$ cat src/obb_sphere_contact_assert.svh
// Assertion macros used by the sphere-box contact top module.
`ifndef OBB_SPHERE_CONTACT_ASSERT_SVH
`define OBB_SPHERE_CONTACT_ASSERT_SVH
`ifndef NO_ASSERTIONS
`define OSC_ASSERT_IMP(label, clk, rst, ante, cons) \
   label: assert property (@(posedge clk) disable iff (rst) (ante) |-> (cons)) \
      else $error("assertion failed");
`define OSC_ASSERT_NXT(label, clk, rst, ante, cons) \
   label: assert property (@(posedge clk) disable iff (rst) (ante) |=> (cons)) \
      else $error("assertion failed");
`else
`define OSC_ASSERT_IMP(label, clk, rst, ante, cons)
`define OSC_ASSERT_NXT(label, clk, rst, ante, cons)
`endif
`endif

$ cat src/osc_pkg.sv
// Package: formats, constants and shared types of the sphere-box contact block.
`default_nettype none
package osc_pkg;
   localparam int COORD_BITS = 20;
   localparam int FRAC_BITS  = 8;
   localparam int ROT_FRAC   = 14;
   localparam int ROT_BITS   = 16;
   localparam int HALF_BITS  = COORD_BITS - 1;
   localparam int TAG_BITS   = 16;
   localparam int CSR_BITS   = 60;
   localparam int CSR_IDX_BITS = 3;
   localparam int NORM_BITS  = 16;
   localparam int NORM_ONE   = 16384;
   // Widths of the datapath
   localparam int DIFF_BITS  = COORD_BITS + 1;
   localparam int ACC_BITS   = DIFF_BITS + ROT_BITS + 2;
   localparam int LOC_BITS   = ACC_BITS - ROT_FRAC;
   localparam int ERR_BITS   = LOC_BITS + 1;
   localparam int SQ_BITS    = 2 * HALF_BITS;
   localparam int D2_BITS    = SQ_BITS + 2;
   localparam int S_BITS     = D2_BITS / 2 + 1;
   localparam int U_BITS     = ROT_BITS + HALF_BITS + 3;
   localparam int Q_BITS     = 15;
   localparam int QUEUE_DEPTH = 4;
   localparam int QPTR_BITS  = 2;

   typedef enum logic [CSR_IDX_BITS-1:0] {
      CSR_ROT_ROW0 = 3'd0,
      CSR_ROT_ROW1 = 3'd1,
      CSR_ROT_ROW2 = 3'd2,
      CSR_BOX_CENTER = 3'd3,
      CSR_HALF_EXTENT = 3'd4
   } csr_index_type;

   typedef struct packed {
      logic signed [COORD_BITS-1:0] center_x;
      logic signed [COORD_BITS-1:0] center_y;
      logic signed [COORD_BITS-1:0] center_z;
      logic [HALF_BITS-1:0]         radius;
      logic [TAG_BITS-1:0]          sphere_tag;
   } req_word_type;

   typedef struct packed {
      logic                         hit;
      logic signed [COORD_BITS-1:0] point_x;
      logic signed [COORD_BITS-1:0] point_y;
      logic signed [COORD_BITS-1:0] point_z;
      logic signed [NORM_BITS-1:0]  normal_x;
      logic signed [NORM_BITS-1:0]  normal_y;
      logic signed [NORM_BITS-1:0]  normal_z;
      logic [HALF_BITS-1:0]         penetration;
      logic [TAG_BITS-1:0]          result_tag;
   } rsp_word_type;

   // Classified word handed from front to back
   typedef struct packed {
      logic                         hit;
      logic signed [COORD_BITS:0]   p0;
      logic signed [COORD_BITS:0]   p1;
      logic signed [COORD_BITS:0]   p2;
      logic signed [HALF_BITS+1:0]  e0;
      logic signed [HALF_BITS+1:0]  e1;
      logic signed [HALF_BITS+1:0]  e2;
      logic [D2_BITS-1:0]           dist2;
      logic [HALF_BITS-1:0]         radius;
      logic [TAG_BITS-1:0]          tag;
   } job_type;

   typedef struct packed {
      logic signed [ROT_BITS-1:0] r00, r01, r02, r10, r11, r12, r20, r21, r22;
      logic signed [COORD_BITS-1:0] b0, b1, b2;
      logic [HALF_BITS-1:0] h0, h1, h2;
   } box_type;

   // Round right shift by ROT_FRAC, halves toward plus infinity
   function automatic logic signed [LOC_BITS-1:0] rnd14(input logic signed [ACC_BITS-1:0] v);
      logic signed [ACC_BITS-1:0] x;
      x = v + ACC_BITS'(1 << (ROT_FRAC - 1));
      return LOC_BITS'(x >>> ROT_FRAC);
   endfunction
endpackage
`default_nettype wire

$ cat src/osc_queue.sv
// Small FIFO between front and back.
`default_nettype none
module osc_queue (
   input  wire logic            clock,
   input  wire logic            reset,
   input  wire logic            push,
   input  wire osc_pkg::job_type push_word,
   input  wire logic            pop,
   output osc_pkg::job_type     pop_word,
   output logic                 not_empty,
   output logic [osc_pkg::QPTR_BITS:0] count
);
   import osc_pkg::*;
   job_type mem_ff [QUEUE_DEPTH];
   logic [QPTR_BITS-1:0] wp_ff, rp_ff;
   logic [QPTR_BITS:0]   cnt_ff;

   always_ff @(posedge clock) begin
      if (reset) begin
         wp_ff <= '0; rp_ff <= '0; cnt_ff <= '0;
      end else begin
         if (push) wp_ff <= wp_ff + 1'b1;
         if (pop) rp_ff <= rp_ff + 1'b1;
         cnt_ff <= cnt_ff + (QPTR_BITS+1)'(push) - (QPTR_BITS+1)'(pop);
      end
   end

   always_ff @(posedge clock) begin
      if (push) mem_ff[wp_ff] <= push_word;
   end

   assign pop_word = mem_ff[rp_ff];
   assign not_empty = cnt_ff != '0;
   assign count = cnt_ff;
endmodule
`default_nettype wire

$ cat config.mk
export PLATFORM = sky130hd
export DESIGN_NAME = osc_queue
export DESIGN_NICKNAME = d
export VERILOG_FILES = /design/src/obb_sphere_contact_assert.svh /design/src/osc_pkg.sv /design/src/osc_queue.sv
export SDC_FILE = /design/constraint.sdc
export NUM_CORES = 1
export LEC_CHECK = 0
export BUFFER_PORTS_ARGS = -buffer_cell sky130_fd_sc_hd__buf_2
export CORE_UTILIZATION = 23
export CTS_CLUSTER_DIAMETER = 120
export DETAILED_ROUTE_END_ITERATION = 8
export GPL_TIMING_DRIVEN = 1
export PLACE_DENSITY = 0.38
export SYNTH_ARGS = -nofsm -noshare
export SYNTH_HDL_FRONTEND = slang
export SYNTH_SLANG_ARGS = --single-unit
$ cat constraint.sdc
create_clock -name clock -period 11.6 [get_ports clock]
set_input_delay 1.74 -clock clock [delete_from_list [all_inputs] [get_ports clock]]
set_output_delay 1.74 -clock clock [all_outputs]
set_load 0.02 [all_outputs]
==> metrics.txt, run 1 <==
result of the run finished clean; number of H-tree levels 3; Slew headroom 33.2%; share of the cycle needed by the critical path after routing 43.3%; accumulated negative setup slack 0 ns; clock tree from TritonCTS built; Clk network pwr share 41.2%; total number of vias 13,308; endpoint kind of the worst setup timing path output pin; largest fanout on the critical path 82; remaining design rule violation count 0; initial antenna violation count 35; Clock transition at path regs 0.05 ns; largest clock skew in the final design 0.0180 ns; slack of the worst reg-to-reg path 8.11 ns; leading post-synthesis cells by cell area edfxtp_1 81%, mux4_2 15%, buf_12 1.3%; fraction of registers with async set/reset 0%; type of the worst min-delay path flip-flop to flip-flop; Worst EP arrival 3.29 ns; cell at the slowest stage of the critical path dfxtp_4; final weighted congestion in routability-driven placement 0.674; final hold vios 0; gate family responsible for the most delay along the worst path flip-flops; launching element type of the critical path flip-flop; Bufs on Longest Clock Path 3; library cell with the largest summed area after synthesis edfxtp_1; final slew viol count 0; largest net degree at the start of global routing 115; share of power burned in combinational logic 9.9%; Psw 0.00165 W; switching portion of total power 23.4%; via count of the first global-routing pass 14,471; relative contribution of sequential cells to total power 48.8%; library cells used by synthesis 22; post-detailed-route via-to-cell ratio 3.93; Net Count, Synth 1,309; # nets final 1,790; Post-Synthesis Cells 1,096; number of enable-type register cells in the synthesized netlist 808; std cell rows 131; DR WL/cell 20.7 µm; minimum clock period 5.03 ns; Tightest Pin Transition 1.00 ns; clock root cell clkbuf_16; Slowest Stage Delay on Critical Path 0.99 ns; number of warnings reported in the yosys synthesis log 0; clock net sink count 817; Max Fclk 199 MHz; total power divided by cell area 192 nW/µm²; antenna-violating nets left 0; Die Span X 362 µm; number of maximum-capacitance violations 0; synthesized flop and latch total 817; share of layout cells above drive strength 1 46.8%; Yosys top cell area share 81.5%; total internal power 0.00539 W; crit path cell chain buf_12 -> mux4_2 -> buf_2; vertical die dimension 362 µm; leakage power figure 11.9 nW; worst IR drop on VDD 0.000117 V; detailed-placement wirelength estimate 39,700 µm; Place WS 6.61 ns; Iteration-0 DRC Markers 697; GRT Resource Usage Total 10.7%; # IOs 412; setup bufs post-CTS 0; post-synthesis to final-layout area growth 23.4%; post-synthesis sequential area ratio 82.1%; number of buffers inserted for hold repair after clock tree synthesis 0; total length of routed wires 70,300 µm; first-pass GRT wire length 101,000 µm; number of detailed-route iterations in the first pass 4; minimum setup slack in the final design 6.57 ns; cts repair resizes 0; cell area after synthesis 29,800 µm²; GR Overflow Total 0; Req. time, crit path 9.86 ns; Std-Cell Core Area 128,000 µm²; count of port buffers added during placement 411; number of buffers added by the clock tree synthesis step 97; setup repair after global routing missed its margin false; most frequent cells after synthesis 808 x edfxtp_1, 202 x mux4_2, 20 x buf_12, 18 x buf_2, 9 x dfxtp_1; cell count after placement 3,207; final setup violation count 0; Critical path buffers and inverters 2; critical path type flip-flop to output pin; area of the die 131,000 µm²; Avg Inst Size Synth 27.2 µm²; final cell count without fillers 3,390; most common cell in the synthesized netlist edfxtp_1; Clk Latency, worst-skew pair 0.67 ns; effective utilization at floorplan 23.3%; Top FF cell, synth edfxtp_1
## power by group through the flow
stage / Clock, W / Sequential (W) / Combinational [W]
5_1_grt: 0.00313 / 0.00345 / 0.000757
3_3_place_gp: 0 / 0.00349 / 0.000725
6_report: 0.00290 / 0.00344 / 0.000700
4_1_cts: 0.00303 / 0.00344 / 0.000730
3_5_place_dp: 0 / 0.00350 / 0.000728
2_1_floorplan: 0 / 0.00351 / 0.000462
## stage by stage
step	instance area (µm²)	hold slack [ns]	total power, W	utilization (%)
6_report	36700	0.531	0.00704	28.7
5_1_grt	36700	0.581	0.00734	28.7
4_1_cts	36700	0.534	0.00720	28.7
3_5_place_dp	33700	0.521	0.00423	26.3
3_3_place_gp	33700	0.506	0.00422	26.3
2_1_floorplan	29800	0.492	0.00397	-
## kinds of logic after synthesis
| kind of cell | count (synthesis) | synth area share [%] |
|---|---|---|
| xor gates and xnor gates | 3 | 0.139 |
| and+or+nand+nor | 13 | 0.235 |
| buffers and inverters | 51 | 1.86 |
| AOI/OAI and AO/OA | 2 | 0.0504 |
| DFF | 817 | 82.1 |
| adders and majority gates | 7 | 0.319 |
| muxes | 203 | 15.3 |
## worst paths after layout
check,cells past startpoint,end,startpoint
max,3,pop_word[32],flip-flop
min,2,flip-flop,rp_ff[0]
max reg2reg,4,mem_ff[3][46],wp_ff[0]
min reg2reg,2,flip-flop,rp_ff[0]
## layout by cell type, fill, tap and decap left out, types with 7 or more instances in the layout
| master | count |
|---|---|
| clkbuf_16 | 100 |
| clkbuf_1 | 18 |
| buf_4 | 11 |
| clkinv_2 | 17 |
| diode_2 | 9 |
| clkinv_1 | 19 |
| buf_2 | 411 |
| dfxtp_1 | 7 |
| edfxtp_1 | 808 |
| mux4_2 | 202 |
## final cells by class
class	count	area, µm²
Antenna cell	9	22.5
Clock buffer	122	2630
Clock inverter	52	428
Fill cell	12584	91300
Inverter	6	22.5
Multi-Input combinational cell	228	4790
Sequential cell	817	24500
Tap cell	1729	2160
Timing Repair Buffer	427	2240
## sequential cells by signal, indices dropped and copies added, names as in the netlist, named ones only
register  flops
mem_ff      808
rp_ff         2
count         3
wp_ff         2
## tightest hold or removal path, cell delays in order, from the launching register on
cell and delay, ns:
dfxtp_1 0.33, nand3b_1 0.08, a21oi_1 0.07
## routing by layer
layer | global-route usage [%] | vias up | part of all wire (%)
met4 | 3.54 | 56 | 2.7
li1 | - | 5764 | -
met2 | 17.0 | 370 | 47
met5 | 0 | - | 0.53
met3 | 5.39 | 171 | 10
met1 | 12.6 | 6947 | 40
No activity file was read; power rests on OpenSTA's default activity.
==> run 2, diff against run 1 <==
ABC_AREA = 1   (was default)
PLACE_DENSITY = 0.39   (was 0.38)
clock period = 4.33 ns   (was 11.6 ns; I/O delays follow)
==> run 2 against run 1 <==
Against the previous run:
- design area increased by 10%
- synthesized cell count increased by 120%
- via count is 43% higher
- die area grew 11%
- utilization is 0.20 points lower
- sequential power rose to 2.7 times the previous value
- clock power grew to 2.7 times the previous value
- sequential share of layout area shrank 6.1 points
- clock skew grew 0.0047 ns
- critical endpoint is now pop_word[173]
- highest routed layer unchanged
- largest cell class unchanged
- total power grew to 2.7 times the previous value
- synthesized area rose by 11%
==> metrics.txt, run 2 <==
most common cell in the synthesized netlist edfxtp_1; final slew viol count 0; number of buffers added by the clock tree synthesis step 98; Yosys top cell area share 73.6%; setup repair after global routing missed its margin false; cell area after synthesis 33,000 µm²; number of fill cells in the layout 14,646; post-synthesis sequential area ratio 74.1%; accumulated negative setup slack 0 ns; synthesized flop and latch total 817; leakage power figure 15.1 nW; Clock transition at path regs 0.05 ns; switching portion of total power 25.0%; antenna-violating nets left 0; fraction of the core area covered by cells at the end of the flow 28.5%; total length of routed wires 81,000 µm; # IOs 412; result of the run finished clean; number of maximum-capacitance violations 0; # nets final 3,066; largest net degree at the start of global routing 100; detailed-placement wirelength estimate 51,300 µm; largest clock skew in the final design 0.0227 ns; clock net sink count 817; via count of the first global-routing pass 18,921; share of power burned in combinational logic 10.5%; DR WL/cell 16.8 µm; post-detailed-route via-to-cell ratio 3.94; share of layout cells above drive strength 1 27.0%; Clk Latency, worst-skew pair 0.69 ns; total power divided by cell area 467 nW/µm²; Die Span X 381 µm; Worst EP arrival 2.63 ns; Bufs on Longest Clock Path 3; setup bufs post-CTS 0; Iteration-0 DRC Markers 917; initial antenna violation count 33; cts repair resizes 0; library cell with the largest summed area after synthesis edfxtp_1; Top reg by flops mem_ff; effective utilization at floorplan 23.2%; final weighted congestion in routability-driven placement 0.709; number of buffers inserted for hold repair after clock tree synthesis 0; Avg Inst Size Synth 13.7 µm²; Top FF cell, synth edfxtp_1; type of the worst min-delay path input pin to flip-flop; leading post-synthesis cells by cell area edfxtp_1 74%, o211ai_2 6.8%, inv_1 4.8%; launching element type of the critical path flip-flop; Clk network pwr share 41.1%; remaining design rule violation count 0; number of detailed-route iterations in the first pass 4; Post-Synthesis Cells 2,412; Largest register FFs 808; number of enable-type register cells in the synthesized netlist 808; final setup violation count 0; final hold vios 0; share of the cycle needed by the critical path after routing 75.8%; vertical die dimension 381 µm; number of warnings reported in the yosys synthesis log 0; post-synthesis to final-layout area growth 22.6%; Std-Cell Core Area 142,000 µm²; worst IR drop on VDD 0.000332 V; Slew headroom 44.0%; Req. time, crit path 3.68 ns; most frequent cells after synthesis 808 x edfxtp_1, 420 x inv_1, 412 x nand2_1, 208 x a21oi_1, 206 x o21ai_0; number of H-tree levels 3; clock tree from TritonCTS built; Min Hold Slack 0.153 ns; fraction of registers with async set/reset 0%; most frequent cells in the layout 808 x edfxtp_1, 416 x inv_1, 412 x nand2_1; Net Count, Synth 2,625; Max Fclk 305 MHz; area of the die 145,000 µm²; largest fanout on the critical path 47; GRT Resource Usage Total 11.0%; minimum clock period 3.28 ns; first-pass GRT wire length 121,000 µm; commonest non-fill, non-tap cell in the layout edfxtp_1; final cell count without fillers 4,822; Psw 0.00474 W; std cell rows 138; relative contribution of sequential cells to total power 48.4%; endpoint kind of the worst setup timing path output pin; total internal power 0.0142 W; GR Overflow Total 0; Tightest Pin Transition 0.839 ns; clock root cell clkbuf_16; total number of vias 18,984; library cells used by synthesis 16; cell count after placement 4,643; count of port buffers added during placement 411; critical path type flip-flop to output pin
[run 2: changes by cell type after synthesis, moves of 22 or more]
| cell | previous run | this run |
|---|---|---|
| a21oi_1 | 1 | 208 |
| buf_2 | 18 | 65 |
| buf_6 | 1 | 24 |
| clkbuf_1 | 2 | 34 |
| inv_1 | 6 | 420 |
| mux4_2 | 202 | 0 |
| nand2_1 | 0 | 412 |
| o211ai_1 | 0 | 22 |
| o211ai_2 | 0 | 180 |
| o21ai_0 | 0 | 206 |
[run 2: critical path: stages, from the launching register on]
cell	delay [ns]
dfxtp_4	0.85
buf_4	0.55
a21oi_1	0.14
o21ai_0	0.09
nand2_1	0.08
buf_2	0.16
[run 2: logic make-up (layout without fill, tap and decap cells)]
family / Yosys count / in the layout / share of synthesized area [%]
buffers and inverters: 555 / 1071 / 7.24
and+or+nand+nor: 417 / 417 / 4.75
other: 0 / 4 / 0
adders and majority gates: 7 / 7 / 0.288
AOI/OAI and AO/OA: 616 / 616 / 13.6
DFF: 817 / 817 / 74.1
[run 2: per-layer routing]
layer	track usage, %	vias to the layer above	share of wire (%)
li1	-	9329	-
met1	13.7	9027	44
met2	17.4	407	46
met3	4.56	171	7.7
met4	3.32	50	2.4
met5	0	-	0.41
[run 2: power by group through the flow]
stage	Clock, W	Sequential (W)	Combinational, W
2_1_floorplan	0	0.00933	0.00120
3_3_place_gp	0	0.00931	0.00206
3_5_place_dp	0	0.00931	0.00206
4_1_cts	0.00813	0.00915	0.00206
5_1_grt	0.00839	0.00917	0.00221
6_report	0.00777	0.00915	0.00199
[run 2: metrics by stage]
stage / instance area, µm² / setup slack, ns / power [W]
finish: 40500 / 1.05 / 0.0189
global placement: 37400 / 1.71 / 0.0114
CTS: 40400 / 0.836 / 0.0193
floorplan: 33000 / 0.201 / 0.0105
global route: 40400 / 0.734 / 0.0198
detailed placement: 37400 / 1.67 / 0.0114
[run 2: final timing paths]
check                           startpoint       endpoint  slack, ns  cells after the start
worst min-delay path                 reset       count[0]       0.15                      2
worst min register to register    rp_ff[1]      flip-flop       0.45                      2
worst max-delay path             flip-flop  pop_word[173]       1.05                      5
worst max register to register    wp_ff[0]  mem_ff[0][90]       1.99                      5
[run 2: area by class of cell]
| class | instances | area, µm² | area share, % |
|---|---|---|---|
| Clock inverter | 49 | 408 | 1.01 |
| Antenna cell | 4 | 10.0 | 0.0247 |
| Inverter | 420 | 1590 | 3.93 |
| Sequential cell | 817 | 24500 | 60.4 |
| Tap cell | 1890 | 2360 | 5.85 |
| Timing Repair Buffer | 476 | 2870 | 7.09 |
| Multi-Input combinational cell | 1040 | 6150 | 15.2 |
| Clock buffer | 126 | 2610 | 6.45 |
